$ cat config.mk
export PLATFORM = sky130hd
export DESIGN_NAME = xmodem_frame_receiver_top
export DESIGN_NICKNAME = d
export VERILOG_FILES = /design/src/sv/xfr_pkg.sv /design/src/sv/xmodem_frame_receiver_top.sv
export VERILOG_INCLUDE_DIRS = /design/src /design/src/sv
export SDC_FILE = /design/constraint.sdc
export NUM_CORES = 1
export LEC_CHECK = 0
export ABC_AREA = 1
export BUFFER_PORTS_ARGS = -buffer_cell sky130_fd_sc_hd__buf_2
export CAP_MARGIN = 0
export CORE_ASPECT_RATIO = 1.1
export CORE_MARGIN = 2
export CORE_UTILIZATION = 40
export DETAILED_ROUTE_END_ITERATION = 8
export PLACE_DENSITY = 0.59
export SLEW_MARGIN = 0
export SYNTH_ARGS = -nofsm -noshare
export SYNTH_HDL_FRONTEND = slang
export SYNTH_SLANG_ARGS = --single-unit
export TNS_END_PERCENT = 50
$ cat constraint.sdc
create_clock -name clk -period 2.6 [get_ports clk]
set_input_delay 0.26 -clock clk [delete_from_list [all_inputs] [get_ports clk]]
set_output_delay 0.26 -clock clk [all_outputs]
set_load 0.03 [all_outputs]
$ cat src/sv/xmodem_frame_receiver_top_defines.svh
// ---------------------------------------------------------------------------
// XMODEM frame receiver assertion macros
// Short forms for the concurrent checks in the receiver.
// ---------------------------------------------------------------------------
`ifndef XMODEM_FRAME_RECEIVER_TOP_DEFINES_SVH
`define XMODEM_FRAME_RECEIVER_TOP_DEFINES_SVH

// plain invariant, sampled on clk, off during reset
`define XFR_ASSERT(lbl, cond, msg) \
    lbl: assert property (@(posedge clk) disable iff (!rst_n) (cond)) else $error(msg);

// same-cycle implication
`define XFR_ASSERT_IMP(lbl, ante, cons, msg) \
    lbl: assert property (@(posedge clk) disable iff (!rst_n) (ante) |-> (cons)) else $error(msg);

// next-cycle implication
`define XFR_ASSERT_NXT(lbl, ante, cons, msg) \
    lbl: assert property (@(posedge clk) disable iff (!rst_n) (ante) |=> (cons)) else $error(msg);

`endif

$ cat src/sv/xfr_pkg.sv
// ---------------------------------------------------------------------------
// XMODEM frame receiver package
// Control byte codes, default parameters and the result record.
// ---------------------------------------------------------------------------
`timescale 1ns / 1ps

package xfr_pkg;

    localparam logic [7:0] BYTE_SOH = 8'h01;
    localparam logic [7:0] BYTE_STX = 8'h02;
    localparam logic [7:0] BYTE_EOT = 8'h04;

    localparam logic [10:0] LEN_SHORT = 11'd128;
    localparam logic [10:0] LEN_LONG  = 11'd1024;

    localparam logic RESULT_WRITE = 1'b0;
    localparam logic RESULT_REPLY = 1'b1;

    localparam logic REPLY_ACK = 1'b0;
    localparam logic REPLY_NAK = 1'b1;

    localparam int DEF_FRAMES_PER_PAGE = 2;
    localparam int DEF_SLOT_COUNT      = 4;
    localparam int DEF_CHECK_BYTES     = 1;

    typedef struct packed {
        logic        result_kind;
        logic [7:0]  data_byte;
        logic [10:0] write_offset;
        logic [1:0]  page_slot;
        logic        reply_code;
        logic        page_ready;
        logic        transfer_end;
    } xfr_result_t;

endpackage

$ cat src/sv/xmodem_frame_receiver_top.sv
// ---------------------------------------------------------------------------
// XMODEM frame receiver
// Parses XMODEM / XMODEM-1K frames byte by byte, emits page-buffer writes
// and ACK/NAK replies.
// ---------------------------------------------------------------------------
// Input channel: one received serial byte per request (rx_byte, in_valid,
// in_stall). Output channel: one result per request that causes one:
// either a page-buffer write (data_byte, write_offset, page_slot) or a
// reply (reply_code, page_ready, transfer_end), told apart by result_kind.
// Bytes that cause nothing (headers, ignored bytes) give no output request.
// With the output free, a result is presented the cycle after its byte is
// accepted; a stalled output holds the result until it is taken.
// Throughput: one byte per cycle while in_stall is low; the whole parse step
// is a single combinational update between the state and result registers.
// An output register plus one skid entry sit between the channels, so a
// byte is still accepted while a result waits; in_stall rises only once the
// skid entry is also occupied, and drops the cycle after the output is taken.
// Reset: hunting for a start byte, sequence number 0, page slot 0, output
// empty. After EOT is answered every byte is accepted and dropped until
// the next reset.
// ---------------------------------------------------------------------------
`timescale 1ns / 1ps
`include "xmodem_frame_receiver_top_defines.svh"

module xmodem_frame_receiver_top
    import xfr_pkg::*;
#(
    parameter int FRAMES_PER_PAGE = DEF_FRAMES_PER_PAGE,
    parameter int SLOT_COUNT      = DEF_SLOT_COUNT,
    parameter int CHECK_BYTES     = DEF_CHECK_BYTES
)
(
    input  logic        clk,
    input  logic        rst_n,
    input  logic        in_valid,
    output logic        in_stall,
    input  logic [7:0]  rx_byte,
    output logic        out_valid,
    input  logic        out_stall,
    output logic        result_kind,
    output logic [7:0]  data_byte,
    output logic [10:0] write_offset,
    output logic [1:0]  page_slot,
    output logic        reply_code,
    output logic        page_ready,
    output logic        transfer_end
);

    localparam int PW = (FRAMES_PER_PAGE > 1) ? $clog2(FRAMES_PER_PAGE) : 1;
    localparam int SW = $clog2(SLOT_COUNT);
    localparam logic [PW-1:0]  POS_LAST  = PW'(FRAMES_PER_PAGE - 1);
    localparam logic [SW-1:0]  SLOT_LAST = SW'(SLOT_COUNT - 1);
    localparam logic [10:0]    CHECK_N   = 11'(CHECK_BYTES);

    typedef enum logic [2:0] {
        PH_HUNT,
        PH_SEQ,
        PH_CMP,
        PH_DATA,
        PH_CHECK
    } phase_t;

    typedef enum logic [1:0] {
        ST_READY,
        ST_DOWNLOAD,
        ST_DONE
    } stage_t;

    phase_t        phase_reg, phase_next;
    stage_t        stage_reg, stage_next;
    logic          long_reg, long_next;
    logic [10:0]   count_reg, count_next;
    logic [7:0]    seq_reg, seq_next;
    logic          hdr_good_reg, hdr_good_next;
    logic [7:0]    sum_reg, sum_next;
    logic [SW-1:0] slot_reg, slot_next;
    // last good sequence number modulo FRAMES_PER_PAGE
    logic [PW-1:0] pos_reg, pos_next;

    xfr_result_t   out_reg, out_next;
    logic          out_valid_reg, out_valid_next;
    xfr_result_t   skid_reg, skid_next;
    logic          skid_valid_reg, skid_valid_next;

    xfr_result_t   res;
    logic          res_valid;
    logic          accept;
    logic          pop;
    logic [7:0]    seq_inc;
    logic [10:0]   cnt_inc;
    logic [10:0]   frame_len;
    logic          good_tmp;
    logic          ready_tmp;
    logic [PW-1:0] pos_new;
    logic [PW+9:0] off_wide;
    logic [SW-1:0] slot_inc;

    assign in_stall  = skid_valid_reg;
    assign accept    = in_valid && !in_stall;
    assign pop       = out_valid_reg && !out_stall;
    assign seq_inc   = seq_reg + 8'd1;
    assign cnt_inc   = count_reg + 11'd1;
    assign frame_len = long_reg ? LEN_LONG : LEN_SHORT;
    assign off_wide  = {pos_reg, count_reg[9:0]};
    assign slot_inc  = (slot_reg == SLOT_LAST) ? '0 : slot_reg + SW'(1);

    always_comb
    begin
        phase_next    = phase_reg;
        stage_next    = stage_reg;
        long_next     = long_reg;
        count_next    = count_reg;
        seq_next      = seq_reg;
        hdr_good_next = hdr_good_reg;
        sum_next      = sum_reg;
        slot_next     = slot_reg;
        pos_next      = pos_reg;
        res           = '0;
        res_valid     = 1'b0;
        good_tmp      = hdr_good_reg;
        ready_tmp     = 1'b0;
        pos_new       = pos_reg;

        if (accept && stage_reg != ST_DONE)
        begin
            unique case (phase_reg)
                PH_HUNT:
                begin
                    if (rx_byte == BYTE_SOH || rx_byte == BYTE_STX)
                    begin
                        long_next  = (rx_byte == BYTE_STX);
                        phase_next = PH_SEQ;
                    end
                    else if (rx_byte == BYTE_EOT)
                    begin
                        // flush a partial page
                        ready_tmp          = (pos_reg != '0);
                        res.result_kind    = RESULT_REPLY;
                        res.page_slot      = 2'(slot_reg);
                        res.reply_code     = REPLY_ACK;
                        res.page_ready     = ready_tmp;
                        res.transfer_end   = 1'b1;
                        res_valid          = 1'b1;
                        if (ready_tmp)
                            slot_next = slot_inc;
                        stage_next = ST_DONE;
                    end
                end
                PH_SEQ:
                begin
                    hdr_good_next = (rx_byte == seq_inc);
                    phase_next    = PH_CMP;
                end
                PH_CMP:
                begin
                    good_tmp      = hdr_good_reg && (rx_byte == ~seq_inc);
                    hdr_good_next = good_tmp;
                    if (good_tmp && stage_reg == ST_READY)
                        stage_next = ST_DOWNLOAD;
                    count_next = '0;
                    sum_next   = '0;
                    phase_next = PH_DATA;
                end
                PH_DATA:
                begin
                    sum_next = sum_reg + rx_byte;
                    if (cnt_inc >= frame_len)
                    begin
                        count_next = '0;
                        phase_next = PH_CHECK;
                    end
                    else
                        count_next = cnt_inc;
                    if (hdr_good_reg)
                    begin
                        res.result_kind  = RESULT_WRITE;
                        res.data_byte    = rx_byte;
                        res.write_offset = off_wide[10:0];
                        res.page_slot    = 2'(slot_reg);
                        res_valid        = 1'b1;
                    end
                end
                PH_CHECK:
                begin
                    // only the first check byte is compared
                    if (count_reg == '0 && rx_byte != sum_reg)
                        good_tmp = 1'b0;
                    hdr_good_next = good_tmp;
                    if (cnt_inc < CHECK_N)
                        count_next = cnt_inc;
                    else
                    begin
                        count_next       = '0;
                        phase_next       = PH_HUNT;
                        res.result_kind  = RESULT_REPLY;
                        res.page_slot    = 2'(slot_reg);
                        res_valid        = 1'b1;
                        if (good_tmp)
                        begin
                            seq_next = seq_inc;
                            // sequence wrap lands back on page position zero
                            if (seq_reg == 8'hFF || pos_reg == POS_LAST)
                                pos_new = '0;
                            else
                                pos_new = pos_reg + PW'(1);
                            pos_next       = pos_new;
                            ready_tmp      = (pos_new == '0);
                            res.reply_code = REPLY_ACK;
                            res.page_ready = ready_tmp;
                            if (ready_tmp)
                                slot_next = slot_inc;
                        end
                        else
                            res.reply_code = REPLY_NAK;
                    end
                end
                default:
                begin
                    phase_next = PH_HUNT;
                end
            endcase
        end
    end

    // output register with one skid entry
    always_comb
    begin
        out_next        = out_reg;
        out_valid_next  = out_valid_reg;
        skid_next       = skid_reg;
        skid_valid_next = skid_valid_reg;

        if (skid_valid_reg)
        begin
            if (pop)
            begin
                out_next        = skid_reg;
                skid_valid_next = 1'b0;
            end
        end
        else if (res_valid)
        begin
            if (!out_valid_reg || pop)
            begin
                out_next       = res;
                out_valid_next = 1'b1;
            end
            else
            begin
                skid_next       = res;
                skid_valid_next = 1'b1;
            end
        end
        else if (pop)
            out_valid_next = 1'b0;
    end

    always_ff @(posedge clk or negedge rst_n)
    begin
        if (!rst_n)
        begin
            phase_reg      <= PH_HUNT;
            stage_reg      <= ST_READY;
            long_reg       <= 1'b0;
            count_reg      <= '0;
            seq_reg        <= '0;
            hdr_good_reg   <= 1'b0;
            sum_reg        <= '0;
            slot_reg       <= '0;
            pos_reg        <= '0;
            out_reg        <= '0;
            out_valid_reg  <= 1'b0;
            skid_reg       <= '0;
            skid_valid_reg <= 1'b0;
        end
        else
        begin
            phase_reg      <= phase_next;
            stage_reg      <= stage_next;
            long_reg       <= long_next;
            count_reg      <= count_next;
            seq_reg        <= seq_next;
            hdr_good_reg   <= hdr_good_next;
            sum_reg        <= sum_next;
            slot_reg       <= slot_next;
            pos_reg        <= pos_next;
            out_reg        <= out_next;
            out_valid_reg  <= out_valid_next;
            skid_reg       <= skid_next;
            skid_valid_reg <= skid_valid_next;
        end
    end

    assign out_valid    = out_valid_reg;
    assign result_kind  = out_reg.result_kind;
    assign data_byte    = out_reg.data_byte;
    assign write_offset = out_reg.write_offset;
    assign page_slot    = out_reg.page_slot;
    assign reply_code   = out_reg.reply_code;
    assign page_ready   = out_reg.page_ready;
    assign transfer_end = out_reg.transfer_end;

    `XFR_ASSERT(a_skid_behind_out, !skid_valid_reg || out_valid_reg, "skid ahead of output")
    `XFR_ASSERT_NXT(a_done_sticks, stage_reg == ST_DONE, stage_reg == ST_DONE, "left done")
    `XFR_ASSERT_IMP(a_done_silent, accept && stage_reg == ST_DONE, !res_valid, "late result")
    `XFR_ASSERT_IMP(a_ready_reply, page_ready, result_kind == RESULT_REPLY, "ready in a write")
    `XFR_ASSERT_IMP(a_ready_ack, page_ready, reply_code == REPLY_ACK, "ready in a NAK")
    `XFR_ASSERT(a_pos_range, pos_reg <= POS_LAST, "page position out of range")

endmodule
# Word-level counts from Yosys, hierarchy flattened
# Cells that the tools add are included.
# Widths: inputs -> output; s select.
dict set report totals {
  ff_bits 89
  wordCells 154
  inputBits 12
  out_inout_bits 27
}
dict set report classes {
  eq_ne 24
  mux 59
  reduce_logical 34
  addsub 5
  magnitude_cmp 2
  n_bitwise 5
}
# op count
set ops {}
lappend ops {{$mux 25} 5}
lappend ops {{$mux 11} 3}
lappend ops {{$pmux 11 s3} 1}
lappend ops {{$mux 1} 23}
lappend ops {{$mux 21} 1}
lappend ops {{$mux 2} 10}
lappend ops {{$ne 2x2->1 const B} 10}
lappend ops {{$mux 19} 1}
lappend ops {{$eq 8x8->1} 2}
lappend ops {{$pmux 8 s2} 1}
lappend ops {{$pmux 3 s5} 1}
lappend ops {{$pmux 2 s2} 3}
lappend ops {{$reduce_and 3->1} 4}
lappend ops {{$reduce_bool 2->1} 6}
lappend ops {{$add 11x1->11 const B} 1}
lappend ops {{$ge 11x11->1} 1}
lappend ops {{$logic_not 11->1} 1}
lappend ops {{$lt 11x1->1 const B} 1}
lappend ops {{$mux 5} 2}
lappend ops {{$mux 3} 3}
lappend ops {{$pmux 1 s3} 3}
lappend ops {{$add 8x1->8 const B} 1}
lappend ops {{$add 8x8->8} 1}
lappend ops {{$eq 8x1->1 const B} 1}
lappend ops {{other kinds (25)} 43}

# Longest topological paths before layout
dict set report logic_depth {
  depth_word 17
  depth_mapped 17
  mapped_depth_nobuf 16
}

# Least setup slack after synthesis
# No wires, ideal clock.
dict set report synth_path {
  kind {register to register}
  start {register count_reg[0]}
  end {register out_reg, in the netlist result_kind}
  period_less_slack_ns 2.042
  setup_time_ns 0.118
  path_stages_with_launch 16
  setup_slack_ns 0.558
  path_buffers 1
  t_arrival_ns 1.924
  t_required_ns 2.482
  cell_sequence {dfrtp_1 -> inv_2 -> ha_1 -> nor2_1 -> nand2_1 -> nor2_1 -> nand2_1 -> nor2_1 -> nand3_1 -> nand2_2 -> nand3_4 -> nand2_2 -> nand2_4 -> buf_2 -> nand3_1 -> nand2_1}
}
dict set report synth_via {
  elab_chain_cells 8
  word_cells_on_any_way 12
  classes_between {1 x add/sub; 1 x order compare; 8 x mux; 2 x reduce/logical}
}
# item line
set synth_lines {}
lappend synth_lines {{from (decl)} xmodem_frame_receiver_top.sv:72} ;# logic [10:0] count_reg, count_next;
lappend synth_lines {{from (signal assigned)} xmodem_frame_receiver_top.sv:281} ;# count_reg <= count_next;
lappend synth_lines {{$add 11x1->11 (*)} xmodem_frame_receiver_top.sv:102} ;# assign cnt_inc = count_reg + 11'd1;
lappend synth_lines {{$lt 11x1->1 (*)} xmodem_frame_receiver_top.sv:189} ;# if (cnt_inc < CHECK_N)
lappend synth_lines {{$mux 1 (*)} xmodem_frame_receiver_top.sv:189}
lappend synth_lines {{$pmux 1 s3} xmodem_frame_receiver_top.sv:126} ;# unique case (phase_reg)
lappend synth_lines {{$mux 25} xmodem_frame_receiver_top.sv:124} ;# if (accept && stage_reg != ST_DONE)
lappend synth_lines {{$mux 25} xmodem_frame_receiver_top.sv:243} ;# if (!out_valid_reg || pop)
lappend synth_lines {{$mux 25} xmodem_frame_receiver_top.sv:241} ;# else if (res_valid)
lappend synth_lines {{$mux 25} xmodem_frame_receiver_top.sv:233} ;# if (skid_valid_reg)
lappend synth_lines {{to (signal assigned)} xmodem_frame_receiver_top.sv:287} ;# out_reg <= out_next;
lappend synth_lines {{to (decl)} xmodem_frame_receiver_top.sv:80} ;# xfr_result_t out_reg, out_next;
# Mark *: on every way between the ends. The rest lies on a longest branch, timed or not. The select of a mux whose other input is x is not followed.
# A chain may end at the register's enable or synchronous reset.

# Worst setup path after layout
dict set report layout_path {
  start {register count_reg[0]}
  end {register out_reg, in the netlist page_ready}
}
dict set report layout_via {
  elab_chain_cells 12
  word_cells_on_any_way 19
  classes_between {1 x add/sub; 1 x order compare; 13 x mux; 4 x reduce/logical}
}
# item
set layout_lines {}
lappend layout_lines {{parallel branches: the longest is 12 deep, another holds $add 11x1->11}}
# Several ways; the timed one is not identified. The select of a mux whose other input is x is not followed.

==> summary.md <==
| Metric | Value |
|---|---|
| Outcome | `finished, final reports clean` |
| Clock insertion delay at the later pin of the skew report | `between 300 and 400 ps` |
| Vias in the first global route | `roughly 4200` |
| Number of pins exceeding their max-slew limit in the final report | `0` |
| Cell with the largest stage delay on the worst path | `dfrtp_2` |
| Share of the cycle needed by the critical path after routing | `approximately 90%` |
| GR Util All Layers | `a little under a fifth` |
| Die width | `between 100 and 150 um` |
| CTS tree | `built` |
| Launching element type of the critical path | `register` |
| Number of buffers created by CTS | `9` |
| Synthesized net count | `just under 700` |
| Total die area | `around 0.013 mm2` |
| Nets | `a little over 700` |
| Max Clk Rate | `between 400 and 500 MHz` |
| Synthesized-area fraction occupied by adder cells | `around 3.9%` |
| Number of violations of the max-capacitance limit | `0` |
| Clock tree sinks | `between 80 and 90` |
| Std cell rows | `42` |
| Relative slew slack | `54.3%` |
| Placed wire-length estimate | `8580 um` |
| Mux share of post-synthesis cell area | `0%` |
| N_diodes | `0` |
| Number of detailed-routing iterations run before antenna repair | `6` |
| Hold Crit Class | `in -> reg` |
| Critical path's most frequent cell | `nand2_1` |
| Residual overflow from global routing | `0` |
| RD Place Congestion | `0.917` |
| I/O pin total | `39` |
| Fin. Hold Viols | `0` |
| Post-CTS Repair Setup Buffers | `0` |
| Initial antenna violation count | `0` |
| Post-route total power | `around 5.3 mW` |
| Synthesized-area fraction occupied by ao, oa, aoi and oai cells | `8.17%` |
| Number of flip-flops under the largest register name | `25` |
| Area of the core | `0.0120 mm2` |
| Prevailing post-synth register cell | `dfrtp_1` |
| Iteration-0 DRC Markers | `roughly 350` |
| Setup repair after global routing missed its margin | `false` |
| Overall die height | `around 120 um` |
| Arrival time reported for the critical path endpoint | `~2600 ps` |
| Worst path cell trace | `ha_2 -> nand2_2 -> nor2_4 -> nand2_1 -> nand2_1 -> nand2_1 -> nor2_2 -> nand3_1 -> nand2_2 -> nand3_4 -> nand2_2 -> nand2_4 -> buf_4 -> nand3_1 -> nand2_1` |
| Total of endpoints with negative setup slack in the final report | `0` |
| Final Skew | `7.36 ps` |
| Leakage component of the power | `between 2 and 3 nW` |
| Filler Cells Inserted | `roughly 1200` |
| Cell at the root of the clock tree | `clkbuf_16` |
| WL per Instance | `roughly 13 um` |
| Max Fanout on Critical Path | `25` |
| Mean instance size in the synthesized netlist | `7.51 um2` |
| Data required, critical path | `about 2800 ps` |
| Number of enable flip-flop cells after synthesis | `0` |
| Maximum cell stage delay along the critical path | `about 440 ps` |
| Cell Area, Synth | `around 0.0049 mm2` |
| Avg Vias per Cell | `just over 5` |
| Pin count of the biggest net entering global routing | `51` |
| Effective utilization at floorplan | `approximately two fifths` |
| Number of antenna-violating nets in the routed design | `0` |
| Area share of xor/xnor cells in the synthesized design | `under 10%` |
| Final critical path time including I/O delays and setup | `2330 ps` |
| Area growth, synth to finish | `14.1%` |
| Worst-case clock buffer depth | `2` |
| Final-layout setup total negative slack | `0 ps` |
| Input/output buffers | `38` |
| Routed wire length | `roughly 12000 um` |
| Type of element capturing the critical path | `register` |
| Number of levels in the clock H-tree | `3` |
| Synth warnings | `0` |
| Synth async-reset ratio | `between 90% and 100%` |
| Maximum ir drop on the vdd rail | `about 0.53 mV` |
| Dominant combinational cell family by area after synthesis | `simple AND/OR/NAND/NOR gates` |
| Register Area | `between 0.002 and 0.0025 mm2` |
| Ratio of cells with drive above 1 in the final layout | `about an eighth` |
| Share of synthesized area occupied by flip-flops and latches | `45.0%` |
| First-pass GRT wire length | `19700 um` |
| Cells after Synth | `between 600 and 700` |
| Slew @ Worst Pin | `just under 700 ps` |
| Pwr dens | `between 900 and 1000 mW/mm2` |
| Worst setup path category | `reg -> reg` |
| Basic-gate share of the synthesized area counting and, or, nand and nor cells | `around a third` |
| Register clock-pin slew on the reported worst setup and hold paths | `about 70 ps` |
| Unique masters post-synth | `38` |
| Number of design rule violations left after detail routing | `0` |
| Number of vias after detailed routing | `approximately 4400` |
| Area taken by multi-input logic gates | `0.00239 mm2` |
| Synthesis-stage register bit count | `between 80 and 90` |
synth_stat cells (9+ instances only):
cell type	number	area share, %
dfrtp_1	89	45
nand4_1	13	1.6
ha_1	14	3.5
nor2_1	40	3.0
nand2_1	228	17
nand3_1	81	8.2
o21ai_0	46	4.7
o21ai_1	15	1.5
a21oi_1	9	0.91
inv_1	54	4.1
buf_2	9	0.91
per-layer routing:
metal / GRT usage, % / wire, um / part of all wire (%) / vias to the layer above
met3: 3.61 / 453 / 3.9 / 18
li1: - / - / - / 2221
met5: 0 / 0 / 0 / -
met4: 8.23 / 243 / 2.1 / 0
met2: 29.4 / 5350 / 46 / 97
met1: 25.5 / 5540 / 48 / 2061
cell usage in the layout, fill, tap and decap left out, drive strengths merged, types with 6 or more instances in the layout:
master,count
nand2,235
dfrtp,89
nand3,82
o21ai,61
inv,58
buf,50
nor2,45
nand4,14
ha,14
clkbuf,11
a21oi,9
nor3,7
xor2,6
final cells by class:
class                           instances  area share, %
Multi-Input combinational cell        492           42.4
Clock buffer                           11           4.48
Tap cell                              154           3.41
Clock inverter                          5           1.06
Timing Repair Buffer                   51           5.41
Sequential cell                        89           39.5
Inverter                               57           3.79
repair_timing:
action                     CTS  global route
setup endpoints to repair    0            48
gates resized for setup      0             3
hold buffers                 1             0
hold endpoints to repair    49             0
critical path: cells and delay by family, from the launching register on:
kind,cells,cell delay (ps)
simple gates,13,1340
flops,1,440
buf+inv,1,210
fa+ha+maj,1,240
kinds of logic (layout without fill, tap and decap cells):
| logic type | after synthesis | in the layout |
|---|---|---|
| buffers and inverters | 78 | 124 |
| adders and majority gates | 15 | 15 |
| xor gates and xnor gates | 10 | 10 |
| AOI/OAI and AO/OA | 77 | 77 |
| DFF | 89 | 89 |
| and+or+nand+nor | 390 | 390 |
where the power goes:
| part | leakage [nW] | internal, mW | switching [mW] | total [mW] |
|---|---|---|---|---|
| Combinational | 1.55 | 0.598 | 1.37 | 1.96 |
| Clock | 0.153 | 0.803 | 0.572 | 1.38 |
| Sequential | 1.19 | 1.72 | 0.227 | 1.94 |
| Total | 2.89 | 3.12 | 2.17 | 5.28 |
metrics by stage:
stage	instances	setup slack (ps)	area, um2	hold WS [ps]	utilization (%)
2_1_floorplan	659	558	4950	-35.6	-
3_3_place_gp	842	250	5320	352	44.2
3_5_place_dp	842	192	5320	356	44.2
4_1_cts	859	174	5640	227	46.9
5_1_grt	859	2.27	5650	254	46.9
6_report	859	269	5650	239	46.9
path summary, 6_finish.rpt:
| check | from | endpoint | slack, ps | cells past startpoint |
|---|---|---|---|---|
| min reg2reg | write_offset[3] | write_offset[3] | 470 | 2 |
| min | out_stall | in_stall | 240 | 3 |
| min in group asynchronous | rst_n | count_reg[1] | 500 | 2 |
| max | count_reg[0] | page_ready | 270 | 15 |
| max in group asynchronous | rst_n | seq_reg[7] | 1440 | 3 |
| max reg2reg | count_reg[0] | page_ready | 270 | 15 |
Note: power is estimated with default switching activity, not from simulation.
